==> src/rtl/cssu_pkg.sv <==
package cssu_pkg;

  // Default sizes of the line store and the row counter.
  localparam int unsigned MAX_WIDTH_DEF  = 1024;
  localparam int unsigned MAX_HEIGHT_DEF = 4096;

  // Fixed field widths.
  localparam int unsigned XW     = 10;
  localparam int unsigned YW     = 12;
  localparam int unsigned CHW    = 8;
  localparam int unsigned FW_W   = 11;
  localparam int unsigned FH_W   = 13;
  localparam int unsigned DATA_W = 32;
  localparam int unsigned ADDR_W = 3;

  // Register reset values.
  localparam logic [FW_W-1:0] FRAME_WIDTH_RST  = 11'd640;
  localparam logic [FH_W-1:0] FRAME_HEIGHT_RST = 13'd480;

  // Stencil weights: the centre weight plus the neighbor count is always KSUM.
  localparam int unsigned KSUM  = 8;
  localparam int unsigned SHIFT = 3;

  // Register index, taken from paddr[2].
  typedef enum logic {
    REG_FRAME_WIDTH  = 1'b0,
    REG_FRAME_HEIGHT = 1'b1
  } reg_idx_e;

  typedef logic [3*CHW-1:0] pix_t;

  // One line store entry: row r-2 above row r-1 at the same column.
  typedef struct packed {
    pix_t up;
    pix_t mid;
  } ent_t;

  // Position flags and coordinates of the item in the compute stage.
  typedef struct packed {
    logic          has_a;
    logic          has_b;
    logic          has_c;
    logic          c_ge1;
    logic          c_ge2;
    logic          c_lt_last;
    logic          r_ge1;
    logic          r_ge2;
    logic [XW-1:0] x;
    logic [XW-1:0] xm1;
    logic [YW-1:0] y;
    logic [YW-1:0] ym1;
  } pos_t;

  // Everything the arithmetic needs for one input word.
  typedef struct packed {
    pos_t pos;
    pix_t cur;
    pix_t ctr;
    pix_t up;
    pix_t right;
    pix_t rec0;
    pix_t rec1;
    pix_t rec2;
  } stencil_t;

  typedef struct packed {
    logic [XW-1:0] x;
    logic [YW-1:0] y;
    pix_t          pix;
    logic          done;
  } res_t;

endpackage

==> src/rtl/cssu_kernel.sv <==
module cssu_kernel (
  input  cssu_pkg::stencil_t      st_i,
  output cssu_pkg::res_t [2:0]    res_o,
  output logic [1:0]              nres_o
);

  function automatic cssu_pkg::pix_t smooth(cssu_pkg::pix_t ctr,
                                            cssu_pkg::pix_t [3:0] nb,
                                            logic [3:0] en);
    logic [3:0]     wgt;
    logic [11:0]    sum;
    cssu_pkg::pix_t res;
    wgt = 4'(cssu_pkg::KSUM) - 4'($countones(en));
    res = '0;
    for (int ch = 0; ch < 3; ch++) begin
      sum = 12'(ctr[ch*cssu_pkg::CHW +: cssu_pkg::CHW]) * 12'(wgt);
      for (int i = 0; i < 4; i++) begin
        if (en[i]) begin
          sum = sum + 12'(nb[i][ch*cssu_pkg::CHW +: cssu_pkg::CHW]);
        end
      end
      res[ch*cssu_pkg::CHW +: cssu_pkg::CHW] = sum[cssu_pkg::SHIFT +: cssu_pkg::CHW];
    end
    return res;
  endfunction

  cssu_pkg::pos_t pos;
  cssu_pkg::res_t ra, rb, rc;

  assign pos = st_i.pos;

  // Pixel one row up: left, right, top and the new pixel below.
  always_comb begin
    ra.x    = pos.x;
    ra.y    = pos.ym1;
    ra.done = 1'b0;
    ra.pix  = smooth(st_i.ctr, {st_i.cur, st_i.up, st_i.right, st_i.rec2},
                     {1'b1, pos.r_ge2, pos.c_lt_last, pos.c_ge1});
  end

  // Bottom row, pixel to the left of the new one: the new pixel, the pixel above
  // it and the pixel further left.
  always_comb begin
    rb.x    = pos.xm1;
    rb.y    = pos.y;
    rb.done = 1'b0;
    rb.pix  = smooth(st_i.rec0, {st_i.cur, st_i.rec2, st_i.rec1, st_i.rec1},
                     {1'b1, pos.r_ge1, pos.c_ge2, 1'b0});
  end

  // Final pixel of the frame.
  always_comb begin
    rc.x    = pos.x;
    rc.y    = pos.y;
    rc.done = 1'b1;
    rc.pix  = smooth(st_i.cur, {st_i.ctr, st_i.ctr, st_i.ctr, st_i.rec0},
                     {1'b0, 1'b0, pos.r_ge1, pos.c_ge1});
  end

  // Pack the present results to the low slots, in order.
  always_comb begin
    res_o[0] = pos.has_a ? ra : (pos.has_b ? rb : rc);
    res_o[1] = (pos.has_a && pos.has_b) ? rb : rc;
    res_o[2] = rc;
    nres_o   = 2'($countones({pos.has_a, pos.has_b, pos.has_c}));
  end

endmodule

==> config.mk <==
export PLATFORM = sky130hd
export DESIGN_NAME = cssu_kernel
export DESIGN_NICKNAME = d
export VERILOG_FILES = /design/src/rtl/cssu_pkg.sv /design/src/rtl/cssu_kernel.sv
export SDC_FILE = /design/constraint.sdc
export NUM_CORES = 1
export LEC_CHECK = 0
export ABC_CLOCK_PERIOD_IN_PS = 31300
export BUFFER_PORTS_ARGS = -buffer_cell sky130_fd_sc_hd__buf_2
export CORE_MARGIN = 8
export CORE_UTILIZATION = 40
export DETAILED_ROUTE_END_ITERATION = 7
export PLACE_DENSITY = 0.62
export SLEW_MARGIN = 30
export SYNTH_ARGS = -nofsm -noshare
export SYNTH_HDL_FRONTEND = slang
export SYNTH_SLANG_ARGS = --single-unit
==> constraint.sdc <==
create_clock -name vclk -period 31.3
set_input_delay 4.695 -clock vclk [all_inputs]
set_output_delay 4.695 -clock vclk [all_outputs]
set_load 0.1 [all_outputs]
==> flow_summary.toml <==
[floorplanning]
dieArea_mm2 = 0.0542
pin_count = 363
start_util_pct = 40.4
core_mm2 = 0.0465
die_h_um = 233
rows = 79
die_w_um = 233

[worst_setup_path]
cp_data_arrival_time_ns = 13.76
crit_path_end_kind = "output port"
cpLargestDelayFamily = "adder cells"
crit_buf_inv = 4
critPathLaunchType = "primary input"
crit_slowest_cell = "fa_1"
critical_path_class = "in2out"
crit_fanout = 53
worst_ep_required_time_ns = 26.61
crit_top_cell = "ha_1"
max_stage_delay_ns = 0.93

[routing]
drc = 0
ant_nets = 0
vias_per_cell = 5.46
via_count = 18708
drt-initial-drc-count = 761
routed_wl_um = 63600
first_pass_iters = 5
wl_per_cell_um = 18.6

[hold_path]
whs_path_depth = 2
hold_class = "in2out"
hold_end = "res_o[119]"
min_from = "st_i[180]"

[global_route]
grt_max_degree = 57
antenna_found_initial = 12
grt_pass1_vias = 18646
overflow = 0
grt_pass1_wl_um = 97300
grt.total_usage_pct = 22.2

[placed_design]
preCtsSetupSlack_ns = 12.76
dp.final_hpwl_um = 56000
place.gp.congestion = 0.940
portBuffers = 362

[layout]
syn2layout_area_growth_pct = 11.2
fillers = 4787
layout-drive-gt1-share_pct = 17.2
clock_buffers = 0
seq_cell_count = 0
register_area_um2 = 0
nets = 3487
final_common_cell = "ha_1"
final_cell_mix = "ha_1, buf_2, inv_1"
multi_input_area_mm2 = 0.0173

[cts]
post_cts_resize_count = 0
holdBufCountCts = 0
cts_setup_buffers = 0

[yosys]
synthTopCellsByArea = "ha_1, fa_1, xnor2_1, inv_1, a21oi_1"
netlist_area_mm2 = 0.0188
synth_cell_types = 80
ys_seq_area_share_pct = 0
synth_top_area_share_pct = 25.5
syn_nets = 3229
netlist_instances = 2552
syn_avg_cell_area_um2 = 7.36
yosys_warnings = 0
yosys.area.top_type = "ha_1"

[timing]
hold_viol = 0
period_share_pct = 59.0
fmax_mhz = 54.2
relSlewSlack_pct = 35.0
fin_setup_tns_ns = 0
slew_viol_final = 0
worst_slew_pin_slew_ns = 0.967
rsz0062_at_grt = "false"
finalWorstSetupSlack_ns = 12.84
min_period_ns = 18.46
setup_violations = 0

[run_status]
outcome = "complete, no violations"

[run]
maxCapViolCount = 0
-- synth_stat cells (6+ instances only) --
cell type / instances
nand2b_1: 52
nand3_1: 34
and3_1: 10
fa_1: 74
o211ai_1: 8
o31a_1: 18
o22ai_1: 8
clkbuf_1: 63
a21boi_0: 16
o21ai_0: 158
a31oi_1: 6
xor2_1: 62
xnor2_1: 157
inv_1: 243
nor2_1: 221
o21bai_1: 12
o21a_1: 65
ha_1: 383
nor3_1: 42
a211oi_1: 40
mux2_2: 78
or3_1: 12
a21o_1: 73
buf_1: 14
nand2_1: 169
a21oi_1: 177
mux2i_1: 21
buf_4: 35
a41oi_1: 6
nand4_1: 7
o31ai_1: 22
and2_1: 30
nor2b_1: 141
or2_2: 6
-- per-stage QoR --
step / instance area (um2) / utilization, % / hold WS (ns) / cells
after floorplan: 18800 / - / 9.60 / 2552
after global placement: 20900 / 44.9 / 9.78 / 3415
after detailed placement: 20900 / 44.9 / 9.78 / 3415
after CTS: 20900 / 44.9 / 9.78 / 3415
after global routing: 20900 / 44.9 / 9.79 / 3418
final: 20900 / 45.0 / 9.78 / 3424
-- layer usage --
layer  vias up  share of wire (%)  routed length, um  GRT usage (%)
li1       9393                  -                  -              -
met1      8747                 40              25500           24.9
met2       478                 51              32300           42.9
met3        82                5.4               3430           2.63
met4         8                3.6               2320           7.16
met5         -              0.072                 46              0
-- logic make-up (layout without fill, tap and decap cells) --
family | count (synthesis) | count (layout) | share of synthesized area (%)
mux | 100 | 100 | 5.87
buf+inv | 363 | 619 | 8.01
simple gates | 746 | 746 | 19.4
compound gates | 664 | 664 | 22.8
fa+ha+maj | 457 | 457 | 33.4
xor+xnor | 221 | 221 | 10.5
other cells | 1 | 10 | 0.0200
-- worst max path at each step --
stage / from / slack [ns] / depth (start not counted) / end
2_1_floorplan: st_i[213] / 12.71 / 31 / res_o[54]
3_3_place_gp: st_i[212] / 13.09 / 35 / res_o[7]
3_5_place_dp: st_i[212] / 12.76 / 33 / res_o[7]
4_1_cts: st_i[212] / 12.75 / 33 / res_o[7]
5_1_grt: st_i[216] / 12.23 / 36 / res_o[7]
6_report: st_i[216] / 12.84 / 34 / res_o[7]
-- cell type report --
| type | instances | share of cell area (%) |
|---|---|---|
| multi-input combinational | 2189 | 82.8 |
| timing repair buffer | 372 | 9.04 |
| inverter | 247 | 4.44 |
| tap | 607 | 3.64 |
| antenna | 9 | 0.108 |
Power is left out: the tool's default activity adds up to more than one toggle a clock period on the data nets, which glitch-free logic cannot reach.
