===== src/rtl/cssu_pkg.sv =====
package cssu_pkg;

  // Default sizes of the line store and the row counter.
  localparam int unsigned MAX_WIDTH_DEF  = 1024;
  localparam int unsigned MAX_HEIGHT_DEF = 4096;

  // Fixed field widths.
  localparam int unsigned XW     = 10;
  localparam int unsigned YW     = 12;
  localparam int unsigned CHW    = 8;
  localparam int unsigned FW_W   = 11;
  localparam int unsigned FH_W   = 13;
  localparam int unsigned DATA_W = 32;
  localparam int unsigned ADDR_W = 3;

  // Register reset values.
  localparam logic [FW_W-1:0] FRAME_WIDTH_RST  = 11'd640;
  localparam logic [FH_W-1:0] FRAME_HEIGHT_RST = 13'd480;

  // Stencil weights: the centre weight plus the neighbor count is always KSUM.
  localparam int unsigned KSUM  = 8;
  localparam int unsigned SHIFT = 3;

  // Register index, taken from paddr[2].
  typedef enum logic {
    REG_FRAME_WIDTH  = 1'b0,
    REG_FRAME_HEIGHT = 1'b1
  } reg_idx_e;

  typedef logic [3*CHW-1:0] pix_t;

  // One line store entry: row r-2 above row r-1 at the same column.
  typedef struct packed {
    pix_t up;
    pix_t mid;
  } ent_t;

  // Position flags and coordinates of the item in the compute stage.
  typedef struct packed {
    logic          has_a;
    logic          has_b;
    logic          has_c;
    logic          c_ge1;
    logic          c_ge2;
    logic          c_lt_last;
    logic          r_ge1;
    logic          r_ge2;
    logic [XW-1:0] x;
    logic [XW-1:0] xm1;
    logic [YW-1:0] y;
    logic [YW-1:0] ym1;
  } pos_t;

  // Everything the arithmetic needs for one input word.
  typedef struct packed {
    pos_t pos;
    pix_t cur;
    pix_t ctr;
    pix_t up;
    pix_t right;
    pix_t rec0;
    pix_t rec1;
    pix_t rec2;
  } stencil_t;

  typedef struct packed {
    logic [XW-1:0] x;
    logic [YW-1:0] y;
    pix_t          pix;
    logic          done;
  } res_t;

endpackage


===== src/rtl/cssu_outq.sv =====
module cssu_outq (
  input  logic                   clk_i,
  input  logic                   rst_ni,
  input  logic                   load_i,
  input  cssu_pkg::res_t [2:0]   res_i,
  input  logic [1:0]             nres_i,
  output logic                   can_load_o,
  output logic                   out_valid_o,
  input  logic                   out_ready_i,
  output cssu_pkg::res_t         res_o,
  output logic                   run_last_o
);

  cssu_pkg::res_t [2:0] q_q, q_d;
  logic [1:0]           cnt_q, cnt_d;
  logic                 pop;

  assign out_valid_o = (cnt_q != '0);
  assign pop         = out_valid_o && out_ready_i;
  assign can_load_o  = (cnt_q == 2'd0) || ((cnt_q == 2'd1) && out_ready_i);
  assign res_o       = q_q[0];
  assign run_last_o  = (cnt_q == 2'd1);

  always_comb begin
    q_d   = q_q;
    cnt_d = cnt_q;
    if (load_i) begin
      q_d   = res_i;
      cnt_d = nres_i;
    end else if (pop) begin
      q_d[0] = q_q[1];
      q_d[1] = q_q[2];
      cnt_d  = cnt_q - 2'd1;
    end
  end

  always_ff @(posedge clk_i or negedge rst_ni) begin
    if (!rst_ni) begin
      cnt_q <= '0;
    end else begin
      cnt_q <= cnt_d;
    end
  end

  always_ff @(posedge clk_i) begin
    q_q <= q_d;
  end

  a_load_ok: assert property (@(posedge clk_i) disable iff (!rst_ni)
    load_i |-> ((cnt_q == 2'd0) || ((cnt_q == 2'd1) && out_ready_i)))
    else $error("Results loaded over undelivered words.");

  a_drain: assert property (@(posedge clk_i) disable iff (!rst_ni)
    (pop && (cnt_q == 2'd1) && !load_i) |=> !out_valid_o)
    else $error("Result queue did not drain after its last word.");

endmodule


===== config.mk =====
export PLATFORM = sky130hd
export DESIGN_NAME = cssu_outq
export DESIGN_NICKNAME = d
export VERILOG_FILES = /design/src/rtl/cssu_pkg.sv /design/src/rtl/cssu_outq.sv
export SDC_FILE = /design/constraint.sdc
export NUM_CORES = 1
export LEC_CHECK = 0
export ABC_AREA = 1
export BUFFER_PORTS_ARGS = -buffer_cell sky130_fd_sc_hd__buf_2
export CORE_MARGIN = 10
export CORE_UTILIZATION = 50
export CTS_BUF_LIST = sky130_fd_sc_hd__clkbuf_4 sky130_fd_sc_hd__clkbuf_8 sky130_fd_sc_hd__clkbuf_16
export DETAILED_ROUTE_END_ITERATION = 8
export PLACE_DENSITY_LB_ADDON = 0.1
export SYNTH_ARGS = -nofsm -noshare
export SYNTH_HDL_FRONTEND = slang
export SYNTH_SLANG_ARGS = --single-unit

===== constraint.sdc =====
create_clock -name clk_i -period 3.9 [get_ports clk_i]
set_clock_uncertainty 0.1 [all_clocks]
set_input_delay 0.975 -clock clk_i [delete_from_list [all_inputs] [get_ports clk_i]]
set_output_delay 0.975 -clock clk_i [all_outputs]
set_load 0.02 [all_outputs]

==> metrics.md <==
| Metric | Value |
|---|---|
| Num CTS Buffers | 17 |
| Hold_ws | 0.245 ns |
| Hold Path Class | primary input to asynchronous set/reset pin |
| Total Power | 3.95 mW |
| Worst Tran Pin Value | 0.888 ns |
| Top area cells in the synthesized netlist | edfxtp_1 71%, nand2_1 18%, buf_4 6.1% |
| CP required | 2.82 ns |
| Yosys warnings | 0 |
| DRC violations left | 0 |
| CTS tree | built |
| Area growth from synthesis to layout | 21.5% |
| DP Cell Count | 788 |
| Initial drt markers | 254 |
| Cell Pwr Density | 547 nW/um^2 |
| Switching Share | 23.0% |
| Port buffer count | 196 |
| Most common cell after layout, fill and taps aside | nand2_1 |
| Layout Cells excl Fill | 820 |
| Syn nets | 662 |
| CP peak stage delay | 0.39 ns |
| Final Cycle Share | 62.3% |
| Slew Viols, Final | 0 |
| Gr usage total | 14.8% |
| Status | finished, final reports clean |
| Drt first pass iters | 5 |
| Post-Syn Area | 5930 um^2 |
| Logic pwr share | 12.0% |
| Number of I/O pins | 197 |
| Core box area | 11500 um^2 |
| Register bit total from synthesis | 143 |
| Clk pwr share | 38.3% |
| Drt total wl | 12400 um |
| Vias | 3717 |
| Clock transition at the registers of the reported paths | 0.05 ns |
| Vias in the first global route | 3877 |
| Final GP Congestion | 0.789 |
| # diodes | 0 |
| Die Area | 16600 um^2 |
| Synth area leader | edfxtp_1 |
| CTS root buf | clkbuf_16 |
| CP endpoint kind | primary output |
| Post-CTS sizing | 0 |
| # rows | 39 |
| CTS H-tree depth | 4 |
| P_int | 3.04 mW |
| Yosys top cell area share | 71.3% |
| Reg-to-reg slack, setup | 1.78 ns |
| Most frequent cells in the layout | 291 x nand2_1, 195 x buf_2, 141 x edfxtp_1, 17 x clkbuf_16, 5 x clkbuf_4 |
| Reg-to-Reg End | res_o[8] |
| Critical-path cell list | inv_1 > ha_1 > inv_1 > nand2_1 > buf_2 |
| Cell count after synthesis | 513 |
| Fin nets | 813 |
| Drt wl/cell | 15.1 um |
| Achievable frequency | 411 MHz |
| Seq/Total Area, Yosys | 72.2% |
| Clk_lat worst skew | 0.41 ns |
| Initial Utilization | 51.5% |
| Psw | 906 uW |
| RSZ-0062 raised after global routing | false |
| Rel. slew slack | 40.8% |
| Leakage Power | 3.43 nW |
| Max-Cap Viols | 0 |
| Setup_tns | 0 ns |
| Final hold violation count | 0 |
| Avg Inst Size Synth | 11.6 um^2 |
| Post-DR vias/cell | 4.53 |
| Fin crit period | 2.43 ns |
| First-pass GRT wire length | 18900 um |
| Die height | 129 um |
| Initial antenna violation count | 0 |
| Post-DRT Antenna Nets | 0 |
| GRT Residual Overflow | 0 |
| Setup violations, final | 0 |
| Detailed placer's ending HPWL | 8810 um |
| Largest net degree at the start of global routing | 88 |
| Clock Path Buffers | 2 |
| Share of cells above drive strength 1 | 34.0% |
| Sequential cell fraction of total power | 49.8% |
| Crit path arrival time | 1.36 ns |
| Maximum vdd drop | 0.302 mV |
| CTS Hold Bufs | 0 |
| Most frequent CP cell | inv_1 |
| Post-CTS setup buffers | 0 |
| Worst Path Max Fanout | 4 |
| Worst Reg-to-Reg Cells | 6 |
| Die width | 129 um |
| Crit-path slowest cell | dfrtp_1 |
| WS Path Type | flip-flop to primary output |
| Synth cell types | 11 |
| Reg2Reg Launch Point | cnt_q[0] |
| CTS sink count | 143 |
| Crit path launch type | flip-flop |
==> metal layers <==
metal  vias to the layer above  track usage [%]  wire, um
li1                       1934                -         -
met1                      1618             15.8      4880
met2                       141             24.5      6110
met3                        24             6.41      1040
met4                         0             8.29       375
met5                         -                0         0
==> through the flow <==
step | instance area [um^2] | util, % | setup slack [ns]
2_1_floorplan | 5930 | - | 0.0283
3_3_place_gp | 6660 | 57.8 | 1.29
3_5_place_dp | 6660 | 57.8 | 1.28
4_1_cts | 7210 | 62.6 | 1.44
5_1_grt | 7210 | 62.6 | 1.39
6_report | 7210 | 62.6 | 1.47
==> worst max path at each step <==
stage | from | end | slack, ns
CTS | cnt_q[0] | can_load_o | 1.44
global placement | load_i | res_o[11] | 1.29
floorplan | load_i | q_q[47] | 0.03
finish | cnt_q[0] | can_load_o | 1.47
detailed placement | load_i | res_o[11] | 1.28
global route | cnt_q[0] | can_load_o | 1.39
==> kinds of logic after synthesis <==
| logic type | Yosys count | synth area share (%) |
|---|---|---|
| AO/OA/AOI/OAI | 2 | 0.169 |
| adder cells (fa/ha/maj) | 2 | 0.422 |
| buffers and inverters | 72 | 8.58 |
| flip-flops | 143 | 72.2 |
| AND/OR/NAND/NOR | 294 | 18.6 |
==> cell usage after synthesis (all sizes together) <==
cell    instances
buf            68
ha              2
dfrtp           2
inv             4
o21ai           2
edfxtp        141
nand3           2
nand2         292
==> worst max-delay path: cells and delay by family (launching register included) <==
family / cells / cell delay (ns)
and+or+nand+nor: 1 / 0.05
buffers and inverters: 3 / 0.30
DFF: 1 / 0.39
adders and majority gates: 1 / 0.20
==> power groups by stage <==
stage          Combinational (mW)  Sequential [mW]  Clock [mW]
2_1_floorplan               0.363             1.99           0
3_3_place_gp                0.472             1.99           0
3_5_place_dp                0.480             2.00           0
4_1_cts                     0.482             1.97        1.54
5_1_grt                     0.523             1.98        1.61
6_report                    0.472             1.96        1.51
==> registers in the layout, summed over array words and instances (netlist names) <==
register / flops
res_o: 47
q_q: 94
cnt_q: 2
==> area by class of cell <==
type,instances,area (um^2)
clock buffers,22,463
clock inverters,10,95.1
fillers,925,4300
inverters,4,17.5
multi-input cells,298,1150
flip-flops and latches,143,4280
well taps,143,179
repair buffers,200,1030
Power figures use the tool's default switching activity.
