===== config.mk =====
export PLATFORM = sky130hd
export DESIGN_NAME = cssu_regs
export DESIGN_NICKNAME = d
export VERILOG_FILES = /design/src/rtl/cssu_pkg.sv /design/src/rtl/cssu_regs.sv
export SDC_FILE = /design/constraint.sdc
export NUM_CORES = 1
export LEC_CHECK = 0
export BUFFER_PORTS_ARGS = -buffer_cell sky130_fd_sc_hd__buf_2
export CORE_MARGIN = 5
export CORE_UTILIZATION = 49
export DETAILED_ROUTE_END_ITERATION = 10
export PLACE_DENSITY_LB_ADDON = 0.05
export SYNTH_ARGS = -nofsm -noshare
export SYNTH_HDL_FRONTEND = slang
export SYNTH_SLANG_ARGS = --single-unit
export TNS_END_PERCENT = 50

===== constraint.sdc =====
create_clock -name clk_i -period 5.5 [get_ports clk_i]
set_input_delay 0.275 -clock clk_i [delete_from_list [all_inputs] [get_ports clk_i]]
set_output_delay 0.275 -clock clk_i [all_outputs]
set_load 0.1 [all_outputs]

===== src/rtl/cssu_pkg.sv =====
package cssu_pkg;

  // Default sizes of the line store and the row counter.
  localparam int unsigned MAX_WIDTH_DEF  = 1024;
  localparam int unsigned MAX_HEIGHT_DEF = 4096;

  // Fixed field widths.
  localparam int unsigned XW     = 10;
  localparam int unsigned YW     = 12;
  localparam int unsigned CHW    = 8;
  localparam int unsigned FW_W   = 11;
  localparam int unsigned FH_W   = 13;
  localparam int unsigned DATA_W = 32;
  localparam int unsigned ADDR_W = 3;

  // Register reset values.
  localparam logic [FW_W-1:0] FRAME_WIDTH_RST  = 11'd640;
  localparam logic [FH_W-1:0] FRAME_HEIGHT_RST = 13'd480;

  // Stencil weights: the centre weight plus the neighbor count is always KSUM.
  localparam int unsigned KSUM  = 8;
  localparam int unsigned SHIFT = 3;

  // Register index, taken from paddr[2].
  typedef enum logic {
    REG_FRAME_WIDTH  = 1'b0,
    REG_FRAME_HEIGHT = 1'b1
  } reg_idx_e;

  typedef logic [3*CHW-1:0] pix_t;

  // One line store entry: row r-2 above row r-1 at the same column.
  typedef struct packed {
    pix_t up;
    pix_t mid;
  } ent_t;

  // Position flags and coordinates of the item in the compute stage.
  typedef struct packed {
    logic          has_a;
    logic          has_b;
    logic          has_c;
    logic          c_ge1;
    logic          c_ge2;
    logic          c_lt_last;
    logic          r_ge1;
    logic          r_ge2;
    logic [XW-1:0] x;
    logic [XW-1:0] xm1;
    logic [YW-1:0] y;
    logic [YW-1:0] ym1;
  } pos_t;

  // Everything the arithmetic needs for one input word.
  typedef struct packed {
    pos_t pos;
    pix_t cur;
    pix_t ctr;
    pix_t up;
    pix_t right;
    pix_t rec0;
    pix_t rec1;
    pix_t rec2;
  } stencil_t;

  typedef struct packed {
    logic [XW-1:0] x;
    logic [YW-1:0] y;
    pix_t          pix;
    logic          done;
  } res_t;

endpackage


===== src/rtl/cssu_regs.sv =====
module cssu_regs #(
  parameter int unsigned MAX_WIDTH  = cssu_pkg::MAX_WIDTH_DEF,
  parameter int unsigned MAX_HEIGHT = cssu_pkg::MAX_HEIGHT_DEF
) (
  input  logic                            clk_i,
  input  logic                            rst_ni,
  input  logic                            psel,
  input  logic                            penable,
  input  logic                            pwrite,
  input  logic [cssu_pkg::ADDR_W-1:0]     paddr,
  input  logic [cssu_pkg::DATA_W-1:0]     pwdata,
  output logic [cssu_pkg::DATA_W-1:0]     prdata,
  output logic                            pready,
  output logic [$clog2(MAX_WIDTH)-1:0]    wlast_o,
  output logic [$clog2(MAX_HEIGHT)-1:0]   hlast_o,
  output logic                            restart_o
);

  localparam int unsigned CW = $clog2(MAX_WIDTH);
  localparam int unsigned RW = $clog2(MAX_HEIGHT);

  logic [cssu_pkg::FW_W-1:0] fw_q, fw_d;
  logic [cssu_pkg::FH_W-1:0] fh_q, fh_d;
  cssu_pkg::reg_idx_e        idx;
  logic                      wr;

  assign pready = 1'b1;
  assign idx    = cssu_pkg::reg_idx_e'(paddr[2]);
  assign wr     = psel && penable && pwrite;

  always_comb begin
    fw_d = fw_q;
    fh_d = fh_q;
    if (wr) begin
      unique case (idx)
        cssu_pkg::REG_FRAME_WIDTH:  fw_d = pwdata[cssu_pkg::FW_W-1:0];
        cssu_pkg::REG_FRAME_HEIGHT: fh_d = pwdata[cssu_pkg::FH_W-1:0];
        default: ;
      endcase
    end
  end

  always_ff @(posedge clk_i or negedge rst_ni) begin
    if (!rst_ni) begin
      fw_q <= cssu_pkg::FRAME_WIDTH_RST;
      fh_q <= cssu_pkg::FRAME_HEIGHT_RST;
    end else begin
      fw_q <= fw_d;
      fh_q <= fh_d;
    end
  end

  always_comb begin
    unique case (idx)
      cssu_pkg::REG_FRAME_WIDTH:  prdata = cssu_pkg::DATA_W'(fw_q);
      cssu_pkg::REG_FRAME_HEIGHT: prdata = cssu_pkg::DATA_W'(fh_q);
      default:                    prdata = '0;
    endcase
  end

  // Sizes outside the supported range are clamped to 1..MAX.
  always_comb begin
    if (fw_q == '0) begin
      wlast_o = '0;
    end else if (32'(fw_q) > 32'(MAX_WIDTH)) begin
      wlast_o = CW'(MAX_WIDTH - 1);
    end else begin
      wlast_o = CW'(fw_q - 1'b1);
    end
  end

  always_comb begin
    if (fh_q == '0) begin
      hlast_o = '0;
    end else if (32'(fh_q) > 32'(MAX_HEIGHT)) begin
      hlast_o = RW'(MAX_HEIGHT - 1);
    end else begin
      hlast_o = RW'(fh_q - 1'b1);
    end
  end

  // Any register write starts a new frame.
  assign restart_o = wr;

endmodule


==> key figures <==
Run status
  • Status: complete, no violations

Power
  • Switching Fraction: 0.656
  • VDD IR max: 0.000507 V
  • Leakage: approximately 0.96 nW
  • PD cells: ~600 mW/mm²
  • Sequential group share of total power: 0.229
  • Internal power: 0.000442 W
  • Clk pwr share: 0.091
  • Logic pwr share: 0.679
  • Psw: about 0.00084 W

Floorplanning
  • Die area: 0.00515 mm²
  • Core Box Area: 0.00369 mm²
  • Die width: 71.8 µm
  • Die height: 71.8 µm
  • Row cnt: 22
  • Initial core utilization: 0.507
  • Top Ports: 96

Synthesis
  • Netlist cell types: 45
  • Synth top area cells: dfrtp_1 (24%), mux2_2 (13%), dfstp_2 (8.4%)
  • Yosys warning count: 0
  • Post-synthesis sequential area ratio: 0.325
  • Count leader, synth: mux2_2
  • Post-synth EDFFs: 0
  • Asr flop ratio synth: 1.00
  • Syn Area/Cell: 10.2 µm²
  • Area share of the leading cell type in the synthesized netlist: 0.241
  • Post-Syn Area: 0.00187 mm²
  • Synth cell count leaders: mux2_2 (21), buf_4 (20), dfrtp_1 (18)
  • Main synth FF type: dfrtp_1
  • Seq cells post-synth: 24
  • Mapped Cells: 184
  • Yosys top cell by area: dfrtp_1

Detailed routing
  • Vias per cell: 5.34
  • Vias: ~1500
  • DR iter-0 viols: 46
  • Wire per inst: 14.7 µm
  • Antenna Violating Nets Remaining: 0
  • Drt first pass iters: 4
  • DRC viols: 0
  • Final wirelength: 4140 µm

Worst setup path
  • R2R depth: 1
  • Top delay family on crit path: simple AND/OR/NAND/NOR gates
  • Largest fanout on the critical path: 8
  • CP max stage cell: or4_4
  • Highest cell delay on the worst timing path: 0.62 ns
  • Worst path bufs/invs: 1
  • Critical path type: flip-flop to primary output
  • Critical path launch point type: flip-flop
  • Type of element capturing the critical path: primary output
  • WP depth: 5
  • Critical Path AT: 2.53 ns
  • Flop-to-flop setup slack: between 4 and 5 ns
  • CP required: 5.22 ns
  • Crit-path cells: or4_4 > nor4_2 > mux2_1 > a21oi_1 > buf_2

Timing
  • Rel. slew slack: 0.599
  • Final setup viols: 0
  • Fmax: about 360 MHz
  • Setup TNS: 0 ns
  • Fin crit period: 2.81 ns
  • Layout Skew: 0 ns
  • Final worst-path cycle share: 0.510
  • Slew Limit Fails: 0
  • Worst slew pin tran: about 0.60 ns
  • Fin worst setup slack: around 2.7 ns
  • Final Hold Vio Count: 0
  • RSZ-0062 raised after global routing: no

GRT
  • Met3 GRT Util: 0.0421
  • Initial antenna violation count: 0
  • GRT overflow: 0
  • First-pass GRT wire length: roughly 6600 µm
  • Global Route Usage Sum: 0.158
  • Met1 usage: 0.202
  • Vias in the first global route: between 1000 and 1500
  • Routing usage on met2: 0.279
  • Largest net degree at the start of global routing: 25
  • GRT busiest layer: met2

Placed design
  • Port bufs: 54
  • Dpl ws: slightly below 3 ns
  • DP Cell Count: 276
  • Routability cong.: roughly 0.82
  • Final HPWL DP: roughly 3300 µm

Clock tree
  • CTS tree: yes
  • Bufs on Longest Clock Path: 2
  • Clk sinks: 24
  • Setup Fix Bufs, Post-CTS: 0
  • Clk slew on worst S/H paths: 0.08 ns
  • CTS resizes: 0
  • Total CTS buffers: 3
  • H-tree levels: 1
  • CTS root buffer: clkbuf_8
  • Clk Latency, worst-skew pair: 0.26 ns

Min path
  • Worst hold-check path type: primary input to flip-flop
  • Worst Hold Depth: 2

Finish
  • Fin cells: between 200 and 300
  • Share of post-route cells with drive strength above 1: 0.421
  • Area grow syn2layout: 14.7%
  • Final net count: 277
  • N_diodes: 0

Flow run
  • Max Cap Violations: 0
## what timing repair did
item                                    CTS  global route
endpoints found under the setup margin    0             0
hold endpoints to repair                 18             0
hold buffers                              1             0
## layout make-up
type | instances | area (µm²)
fillers | 350 | 1550
well taps | 48 | 60.1
clock buffers | 4 | 55.1
repair buffers | 55 | 280
multi-input cells | 146 | 1120
flip-flops and latches | 24 | 608
inverters | 4 | 15.0
## routing by layer
layer / share of wire / vias up
met1: 0.44 / 722
li1: - / 724
met5: 0 / -
met3: 0.079 / 2
met2: 0.48 / 53
met4: 0.0017 / 0
## stage by stage
stage	util	instance area, µm²	hold WS (ns)	power, W
finish	0.581	2140	0.222	0.00128
floorplan	-	1940	-0.0206	0.00107
global placement	0.563	2080	0.272	0.00116
global route	0.581	2140	0.214	0.00134
CTS	0.581	2140	0.216	0.00129
detailed placement	0.563	2080	0.281	0.00117
## power by group through the flow
stage	sequential, W	clock [W]	combinational [W]
final	0.000295	0.000117	0.000872
after global routing	0.000304	0.000129	0.000906
after CTS	0.000294	0.000121	0.000877
after detailed placement	0.000298	0	0.000874
after global placement	0.000294	0	0.000868
after floorplan	0.000270	0	0.000798
## cells in the final DEF (no fill, tap or decap), types with 3 or more instances in the layout
cell type,count
clkbuf_8,4
nand2_1,7
inv_1,4
nand2b_1,3
nor3_1,5
xnor2_1,5
a31oi_1,3
o21ai_0,4
dfstp_2,6
conb_1,20
nor2_1,8
o21ai_1,7
dfrtp_1,18
xor2_1,5
mux2_1,13
nor4_2,3
ha_1,3
a21oi_1,8
buf_2,54
mux2_2,21
## kinds of logic after synthesis
| kind of cell | after synthesis | share of synthesized area |
|---|---|---|
| xor+xnor | 10 | 0.0469 |
| fa+ha+maj | 3 | 0.0201 |
| simple gates | 47 | 0.184 |
| other cells | 2 | 0.00402 |
| compound gates | 32 | 0.106 |
| flops | 24 | 0.325 |
| buf+inv | 32 | 0.109 |
| mux | 34 | 0.205 |
## final timing paths
path / from / to
setup / recovery: fh_q[4] / hlast_o[9]
hold reg to reg: fw_q[1] / fw_q[1]
max in group asynchronous: rst_ni / fw_q[9]
hold / removal: pwdata[12] / fh_q[12]
setup reg to reg: fh_q[12] / fh_q[12]
min in group asynchronous: rst_ni / fh_q[11]
## state kept, by name (all words and copies together) (netlist names)
name	cells
fh_q	13
fw_q	11
(Power assumes the default switching activity.)
